File: config.mk
export PLATFORM = sky130hd
export DESIGN_NAME = running_min_max_run_stats
export DESIGN_NICKNAME = d
export VERILOG_FILES = /design/src/rmmrs_pkg.sv /design/src/running_min_max_run_stats.sv
export VERILOG_INCLUDE_DIRS = /design/src /design/src/src
export SDC_FILE = /design/constraint.sdc
export NUM_CORES = 1
export LEC_CHECK = 0
export BUFFER_PORTS_ARGS = -buffer_cell sky130_fd_sc_hd__buf_2
export CAP_MARGIN = 20
export CORE_MARGIN = 3
export CORE_UTILIZATION = 60
export CTS_BUF_LIST = sky130_fd_sc_hd__clkbuf_4 sky130_fd_sc_hd__clkbuf_8
export CTS_CLUSTER_SIZE = 28
export DETAILED_ROUTE_END_ITERATION = 10
export MAX_ROUTING_LAYER = met4
export PLACE_DENSITY = 0.84
export SETUP_SLACK_MARGIN = 0.2
export SKIP_LAST_GASP = 1
export SYNTH_ARGS = -nofsm -noshare
export SYNTH_HDL_FRONTEND = slang
export SYNTH_SLANG_ARGS = --single-unit
File: constraint.sdc
create_clock -name clk -period 11.2 [get_ports clk]
set_input_delay 0.56 -clock clk [delete_from_list [all_inputs] [get_ports clk]]
set_output_delay 0.56 -clock clk [all_outputs]
set_load 0.03 [all_outputs]
File: src/running_min_max_run_stats_assert.svh
// assertion macros for the running statistics block
`ifndef RUNNING_MIN_MAX_RUN_STATS_ASSERT_SVH
`define RUNNING_MIN_MAX_RUN_STATS_ASSERT_SVH

`ifndef ASSERT_OFF

// condition must hold at every clock edge out of reset
`define RMMRS_ASSERT_ALWAYS(label, clk, rst_n, cond) \
  label: assert property (@(posedge clk) disable iff (!rst_n) (cond)) \
    else $error("assertion failed: condition does not hold");

// antecedent at one edge implies consequent at the next edge
`define RMMRS_ASSERT_NEXT(label, clk, rst_n, ante, cons) \
  label: assert property (@(posedge clk) disable iff (!rst_n) (ante) |=> (cons)) \
    else $error("assertion failed: expected next-cycle condition");

`else

`define RMMRS_ASSERT_ALWAYS(label, clk, rst_n, cond)
`define RMMRS_ASSERT_NEXT(label, clk, rst_n, ante, cons)

`endif

`endif

File: src/rmmrs_pkg.sv
`default_nettype none

package rmmrs_pkg;

  // data and counter widths
  localparam int VALUE_WIDTH = 32;
  localparam int COUNT_WIDTH = 32;

  typedef logic signed [VALUE_WIDTH-1:0] value_t;
  typedef logic [VALUE_WIDTH-1:0]        uvalue_t;
  typedef logic [COUNT_WIDTH-1:0]        count_t;

  localparam uvalue_t VALUE_SIGN = uvalue_t'(1) << (VALUE_WIDTH - 1);
  localparam count_t  COUNT_MAX  = '1;
  localparam count_t  COUNT_ONE  = count_t'(1);

  // counter increment that stops at all ones
  function automatic count_t sat_inc(input count_t c);
    sat_inc = (c == COUNT_MAX) ? COUNT_MAX : c + COUNT_ONE;
  endfunction

  // less-than under signed or unsigned ordering
  function automatic logic val_less(input value_t a, input value_t b, input logic is_signed);
    uvalue_t ua;
    uvalue_t ub;
    ua = uvalue_t'(a);
    ub = uvalue_t'(b);
    if (is_signed) begin
      ua = ua ^ VALUE_SIGN;
      ub = ub ^ VALUE_SIGN;
    end
    val_less = (ua < ub);
  endfunction

endpackage

`default_nettype wire

File: src/running_min_max_run_stats.sv
`default_nettype none

// channel   direction  handshake              payload
// in        input      in_valid / in_ready    in_value
// out       output     out_valid / out_ready  out_item_count .. out_longest_run
// cfg       input      cfg_wr_en (no wait)    cfg_wr_data (signed_compare)
//
// one item per clock sustained while out_ready stays high; an accepted item sits
// in the input register, and the statistics register takes its result once the
// result slot is free or being taken, and then holds it as the result.
// the statistics registers double as the result register, so they update only
// when the result slot is free or being taken; a stalled out_ready holds one
// item in the input register and then drops in_ready.
// synchronous active-low reset clears all statistics and sets signed compare.

module running_min_max_run_stats (
  input  wire logic            clk,
  input  wire logic            rst_n,
  // input channel
  input  wire logic            in_valid,
  output logic                 in_ready,
  input  wire rmmrs_pkg::value_t in_value,
  // result channel
  output logic                 out_valid,
  input  wire logic            out_ready,
  output rmmrs_pkg::count_t    out_item_count,
  output rmmrs_pkg::value_t    out_min_value,
  output rmmrs_pkg::count_t    out_min_index,
  output rmmrs_pkg::count_t    out_min_occurrences,
  output rmmrs_pkg::value_t    out_max_value,
  output rmmrs_pkg::count_t    out_max_index,
  output rmmrs_pkg::count_t    out_max_occurrences,
  output rmmrs_pkg::count_t    out_run_count,
  output rmmrs_pkg::count_t    out_longest_run,
  // configuration
  input  wire logic            cfg_wr_en,
  input  wire logic            cfg_wr_data
);
  import rmmrs_pkg::*;

  // control
  logic   signed_compare_r;
  logic   s1_valid_r;
  value_t s1_value_r;
  logic   out_valid_r;
  logic   upd_fire;

  // statistics state, also the result register
  count_t seen_r,      seen_nxt;
  value_t min_r,       min_nxt;
  count_t min_idx_r,   min_idx_nxt;
  count_t min_hits_r,  min_hits_nxt;
  value_t max_r,       max_nxt;
  count_t max_idx_r,   max_idx_nxt;
  count_t max_hits_r,  max_hits_nxt;
  value_t prev_r,      prev_nxt;
  count_t run_r,       run_nxt;
  count_t runs_r,      runs_nxt;
  count_t best_r,      best_nxt;

  logic first_item;
  logic take_min;
  logic take_max;

  // handshake: result slot free or draining lets the update stage move
  assign upd_fire = s1_valid_r && (!out_valid_r || out_ready);
  assign in_ready = !s1_valid_r || upd_fire;

  // configuration register
  always_ff @(posedge clk) begin
    if (!rst_n) begin
      signed_compare_r <= 1'b1;
    end else if (cfg_wr_en) begin
      signed_compare_r <= cfg_wr_data;
    end
  end

  // input register
  always_ff @(posedge clk) begin
    if (!rst_n) begin
      s1_valid_r <= 1'b0;
    end else if (in_ready) begin
      s1_valid_r <= in_valid;
    end
  end

  always_ff @(posedge clk) begin
    if (in_valid && in_ready) begin
      s1_value_r <= in_value;
    end
  end

  // next statistics for the item in the input register
  always_comb begin
    first_item = (seen_r == '0);
    take_min   = first_item || val_less(s1_value_r, min_r, signed_compare_r);
    take_max   = first_item || val_less(max_r, s1_value_r, signed_compare_r);

    // minimum tracking
    if (take_min) begin
      min_nxt      = s1_value_r;
      min_idx_nxt  = seen_r;
      min_hits_nxt = COUNT_ONE;
    end else begin
      min_nxt      = min_r;
      min_idx_nxt  = min_idx_r;
      min_hits_nxt = (s1_value_r == min_r) ? sat_inc(min_hits_r) : min_hits_r;
    end

    // maximum tracking
    if (take_max) begin
      max_nxt      = s1_value_r;
      max_idx_nxt  = seen_r;
      max_hits_nxt = COUNT_ONE;
    end else begin
      max_nxt      = max_r;
      max_idx_nxt  = max_idx_r;
      max_hits_nxt = (s1_value_r == max_r) ? sat_inc(max_hits_r) : max_hits_r;
    end

    // run tracking
    priority if (first_item) begin
      run_nxt  = COUNT_ONE;
      runs_nxt = COUNT_ONE;
    end else if (prev_r == s1_value_r) begin
      run_nxt  = sat_inc(run_r);
      runs_nxt = runs_r;
    end else begin
      run_nxt  = COUNT_ONE;
      runs_nxt = sat_inc(runs_r);
    end

    best_nxt = (run_nxt > best_r) ? run_nxt : best_r;
    seen_nxt = sat_inc(seen_r);
    prev_nxt = s1_value_r;
  end

  // statistics / result register
  always_ff @(posedge clk) begin
    if (!rst_n) begin
      out_valid_r <= 1'b0;
      seen_r      <= '0;
      min_r       <= '0;
      min_idx_r   <= '0;
      min_hits_r  <= '0;
      max_r       <= '0;
      max_idx_r   <= '0;
      max_hits_r  <= '0;
      prev_r      <= '0;
      run_r       <= '0;
      runs_r      <= '0;
      best_r      <= '0;
    end else begin
      if (upd_fire) begin
        out_valid_r <= 1'b1;
        seen_r      <= seen_nxt;
        min_r       <= min_nxt;
        min_idx_r   <= min_idx_nxt;
        min_hits_r  <= min_hits_nxt;
        max_r       <= max_nxt;
        max_idx_r   <= max_idx_nxt;
        max_hits_r  <= max_hits_nxt;
        prev_r      <= prev_nxt;
        run_r       <= run_nxt;
        runs_r      <= runs_nxt;
        best_r      <= best_nxt;
      end else if (out_ready) begin
        out_valid_r <= 1'b0;
      end
    end
  end

  // outputs
  assign out_valid           = out_valid_r;
  assign out_item_count      = seen_r;
  assign out_min_value       = min_r;
  assign out_min_index       = min_idx_r;
  assign out_min_occurrences = min_hits_r;
  assign out_max_value       = max_r;
  assign out_max_index       = max_idx_r;
  assign out_max_occurrences = max_hits_r;
  assign out_run_count       = runs_r;
  assign out_longest_run     = best_r;

  // checks
  `include "running_min_max_run_stats_assert.svh"

  `RMMRS_ASSERT_ALWAYS(a_count_nonzero, clk, rst_n, !out_valid_r || (seen_r != '0))
  `RMMRS_ASSERT_ALWAYS(a_hits_nonzero, clk, rst_n,
    !out_valid_r || ((min_hits_r != '0) && (max_hits_r != '0)))
  `RMMRS_ASSERT_ALWAYS(a_runs_bounded, clk, rst_n,
    !out_valid_r || ((runs_r <= seen_r) && (best_r <= seen_r) && (best_r != '0)))
  `RMMRS_ASSERT_NEXT(a_accept_loads, clk, rst_n, in_valid && in_ready, s1_valid_r)

endmodule

`default_nettype wire

# After elaboration in Yosys (flattened, before gate mapping)

Index checks and enable logic that the tools add are counted.

Add/subtract/negate cells: 5
$lt $le $gt $ge: 3
Equality and inequality tests: 9
Multiplexer cells: 18
Bitwise operators: 3
Reductions and logical operators: 18

Operators by type and width:

| operator                                                        | number |
|---|---|
| 32-bit 2-to-1 mux                                               | 16 |
| 32-bit by 1-bit adder with 32-bit output, second input constant | 5 |
| 32-bit equality test, second input constant                     | 5 |
| 32-bit equality test                                            | 3 |
| 32-bit less-than comparator                                     | 2 |
| 32-bit > comparator                                             | 1 |
| 32-bit zero test                                                | 1 |
| 2-bit AND reduction                                             | 6 |
| 2-bit nonzero test                                              | 3 |
| 1-bit logical OR                                                | 4 |
| 1-bit NOT                                                       | 3 |
| 1-bit logical AND                                               | 2 |
| 1-bit zero test                                                 | 2 |
| 1-bit 2-to-1 mux                                                | 2 |
| 2-bit != test, second input constant                            | 1 |

Register bits after elaboration: 387
Input port bits: 38
Output and inout port bits: 290

# Depth between registers and ports, before layout

Depth in word-level cells: 6
Gate-level depth with buffers: 20

# Least setup slack after synthesis

No wires, ideal clock.

Path type: reg2reg
Start: register seen_r[0] (netlist: out_item_count[0])
End: register best_r[10] (netlist: out_longest_run[10])
Arrival time: 4.365 ns
Setup slack: 6.748 ns
Cell stages (with the launch flop): 21
Buffers on the path: 5
Cells stage by stage: dfxtp_1 -> inv_1 -> ha_1 -> nor4b_1 -> nand4_1 -> or2_2 -> clkbuf_1 -> nand3_1 -> clkbuf_1 -> a21oi_1 -> ha_1 -> a21o_1 -> a221o_1 -> a221oi_1 -> o22ai_1 -> or4_1 -> clkbuf_1 -> and2_1 -> clkbuf_1 -> buf_2 -> o31ai_1

Word-level cells in the longest chain between the ends: 4

RTL lines:

| item                                 | RTL line                         | source |
|---|---|---|
| start, declared                      | running_min_max_run_stats.sv:49  | `count_t seen_r, seen_nxt;` |
| start signal, assigned               | running_min_max_run_stats.sv:156 | `seen_r <= seen_nxt;` |
| 32-bit zero test                     | running_min_max_run_stats.sv:95  | `first_item = (seen_r == '0);` |
| 32-bit 2-to-1 mux                    | running_min_max_run_stats.sv:122 | `priority if (first_item) begin` |
| via run_nxt[17]                      | running_min_max_run_stats.sv:57  | `count_t run_r, run_nxt;` |
| 32-bit > comparator                  | running_min_max_run_stats.sv:133 | `best_nxt = (run_nxt > best_r) ? run_nxt : best_r;` |
| 2-bit AND reduction (no source line) | -                                |  |
| end signal, assigned                 | running_min_max_run_stats.sv:166 | `best_r <= best_nxt;` |
| end, declared                        | running_min_max_run_stats.sv:59  | `count_t best_r, best_nxt;` |

The timed path passes the listed nets, and every way through them passes these cells.
A chain may end at the register's enable or synchronous reset.

# Worst setup path after layout

Start: register seen_r[0] (netlist: out_item_count[0])
End: register best_r[25] (netlist: out_longest_run[25])

The elaborated chain is that of the path after synthesis.

==> impl_metrics.json <==
{
  "status": "completed",
  "path_clk_slew_ps": 60,
  "async_flop_share_pct": 0,
  "cts_root_buffer": "clkbuf_8",
  "arrival_ps": 5430,
  "placed_cells": 3018,
  "clock_latency_ps": 610,
  "grt_pass1_vias": 18100,
  "nNetsFinal": 2791,
  "portBuffers": 327,
  "remaining_drc_errors": 0,
  "synth-seq-cells": 387,
  "slew_violations": 0,
  "fin_cells": 3136,
  "drt_iter0_drc": 1406,
  "syn-instance-count": 2364,
  "switching_share_pct": 26.5,
  "ant_nets": 0,
  "power.internal_mw": 2.27,
  "crit_path_frequent_cell": "ha_1",
  "antennaDiodeCount": 0,
  "switching_power_mw": 0.817,
  "power_density_nw_per_um2": 134,
  "hold_violations": 0,
  "place_area_um2": 21600,
  "final_util_pct": 72.0,
  "dr.pass1.iters": 5,
  "hold_path.class": "input pin to flip-flop",
  "end_kind": "flip-flop",
  "wl_um": 57500,
  "core_um2": 32000,
  "post-route-period-util_pct": 44.1,
  "critPathTopFamily": "simple AND/OR/NAND/NOR gates",
  "syn_area_per_cell_um2": 8.33,
  "dieWidth_um": 187,
  "cts-hold-fix-buffers": 0,
  "regArea_um2": 8070,
  "fillerInstances": 2414,
  "ir_drop_mv": 0.124,
  "tritoncts": "yes",
  "num_rows": 65,
  "critical_path.cell_chain": "inv_1 -> ha_1 -> nor4b_1 -> nand4_1 -> or2_2 -> nand3_1 -> buf_4 -> a21oi_1 -> ha_1 -> a21o_1 -> a221o_1 -> a221oi_1 -> o22ai_1 -> or4_1 -> and2_1 -> buf_16 -> o31ai_1",
  "final.setup.tns_ps": 0,
  "synth_nets": 2502,
  "vias_per_cell": 6.02,
  "area_delta_synth_final_pct": 16.9,
  "multi_input_area_um2": 10700,
  "drive_gt1_share_pct": 18.6,
  "die_area_um2": 35000,
  "clock_power_share_pct": 43.5,
  "worstPathRequired_ps": 11690,
  "gp_congestion": 0.925,
  "crit_fanout": 34,
  "maxCapViolCount": 0,
  "ys_types": 66,
  "setup_viol": 0,
  "cp-start-kind": "flip-flop",
  "wl_per_cell_um": 18.3,
  "worstSetupPathType": "flip-flop to flip-flop",
  "finClkSkew_ps": 29.3,
  "fin_area_um2": 23000,
  "crit_slowest_cell": "or2_2",
  "synth_area_um2": 19700,
  "yosys_warnings": 0,
  "min_period_ps": 4940,
  "grtUsageTotal_pct": 32.0,
  "setup_slack_ps": 6260,
  "grt_pass1_wl_um": 91300,
  "cts_buffers": 66,
  "hpwlAfterDp_um": 39600,
  "synth_seq_area_share_pct": 41.0,
  "rsz0062_at_grt": "no",
  "io_pins": 328,
  "path_buf_inv": 3,
  "relSlewSlack_pct": 30.6,
  "power_frac_comb_pct": 9.1,
  "grt_antenna_before_repair": 0,
  "vias": 18900,
  "seq_power_share_pct": 47.3,
  "die_h_um": 187,
  "cts_resized": 0,
  "cts_buffer_depth": 3,
  "overflow": 0,
  "post-place-ws_ps": 6350,
  "initial_utilization_pct": 61.6,
  "p_leak_nw": 9.58,
  "critPathMaxStageDelay_ps": 510,
  "cts.sinks": 387,
  "ys.flop_type": "dfxtp_1",
  "synth_edf_count": 32,
  "fmax_mhz": 203,
  "cts_setup_buffers": 0,
  "worstMarginPinSlew_ps": 1040,
  "grt_start_max_net_pins": 125,
  "htree_levels": 3
}
[flip-flops by register name, summed over array words and instances, names as in the netlist]
register	flops
out_max_value	32
signed_compare_r	1
out_max_occurrences	32
prev_nxt	32
out_min_value	32
prev_r	32
out_valid	1
out_item_count	32
out_max_index	32
out_min_index	32
out_run_count	32
run_r	32
s1_valid_r	1
out_longest_run	32
out_min_occurrences	32
[routing by layer]
| layer | global-route usage [%] | up-vias | wire length (µm) |
|---|---|---|---|
| met5 | - | - | 0 |
| met2 | 52.5 | 843 | 27200 |
| met1 | 38.7 | 8902 | 23200 |
| met4 | 13.1 | 0 | 2290 |
| met3 | 6.39 | 160 | 4880 |
| li1 | - | 8960 | - |
[cells in the mapped netlist, types with 6 or more instances]
library cell  number  area share, %
a22o_1            14           0.62
or3_1             14           0.44
inv_1            117            2.2
a221o_1           17           0.86
nand3_1          102            2.6
a211oi_1          10           0.38
and4_1            13           0.58
dfxtp_1          355             36
o21ai_0           92            2.3
xor2_1            42            1.9
a21o_1            14           0.53
nor2b_1            9           0.29
o21a_1             9           0.34
nand2b_1           6           0.19
a21oi_1          186            4.7
o211ai_1          16           0.61
mux2i_1          131            6.7
a31oi_1           19           0.60
xnor2_1           45            2.0
or4_1              6           0.23
ha_1             100            6.4
clkbuf_1          99            1.9
edfxtp_1          32            4.9
nor4_1            19           0.60
nor3_1            30           0.76
buf_2             26           0.66
nand4_1          107            3.4
and3_1            39            1.2
and2_1            21           0.67
or2_2             20           0.64
o31ai_1           38            1.4
nand2_1          488            9.3
nor2_1            71            1.4
[per-stage QoR]
step | hold WS (ps) | power [mW]
after CTS | 107 | 3.10
after detailed placement | 445 | 1.77
after global routing | 126 | 3.18
after floorplan | 441 | 1.68
final | 132 | 3.09
after global placement | 440 | 1.76
[cells by family after synthesis]
logic type               share of synthesized area [%]
adder cells (fa/ha/maj)                           6.36
AND/OR/NAND/NOR                                   23.1
flip-flops                                        41.0
buffers and inverters                             4.88
multiplexers                                      6.66
AO/OA/AOI/OAI                                     14.1
XOR/XNOR                                          3.87
[power by group through the flow]
stage	sequential, mW	combinational (mW)	clock [mW]
2_1_floorplan	1.51	0.166	0
3_3_place_gp	1.49	0.269	0
3_5_place_dp	1.49	0.278	0
4_1_cts	1.46	0.280	1.36
5_1_grt	1.46	0.307	1.41
6_report	1.46	0.282	1.34
[area by class of cell]
type	instances	area share, %
Inverter	118	1.94
Multi-Input combinational cell	1731	46.5
Tap cell	435	2.36
Sequential cell	387	35.1
Clock buffer	101	5.52
Timing Repair Buffer	349	8.06
Clock inverter	15	0.522
[cell usage in the layout, fill, tap and decap left out, types with 13 or more instances in the layout]
cell type,synthesis,final
nand2_1,488,487
dfxtp_1,355,355
buf_2,26,326
a21oi_1,186,184
mux2i_1,131,131
inv_1,117,117
nand4_1,107,107
nand3_1,102,102
ha_1,100,100
o21ai_0,92,92
clkbuf_8,0,82
nor2_1,71,68
xnor2_1,45,45
xor2_1,42,42
and3_1,39,39
o31ai_1,38,38
edfxtp_1,32,32
nor3_1,30,30
and2_1,21,21
or2_2,20,20
a31oi_1,19,19
clkbuf_4,0,19
buf_4,1,19
nor4_1,19,18
a221o_1,17,17
o211ai_1,16,16
a21o_1,14,14
or3_1,14,14
a22o_1,14,14
and4_1,13,13
[worst paths after layout]
check	from	end	slack [ps]	cells after the start
hold / removal	in_value[16]	prev_nxt[16]$_DFFE_PP_	130	1
setup / recovery	out_item_count[0]$_SDFFE_PN0P_	out_longest_run[25]$_SDFFE_PN0P_	6260	17
setup reg to reg	out_item_count[0]$_SDFFE_PN0P_	out_longest_run[25]$_SDFFE_PN0P_	6260	17
hold reg to reg	out_min_index[14]$_SDFFE_PN0P_	out_min_index[14]$_SDFFE_PN0P_	450	2
(Power assumes the default switching activity.)
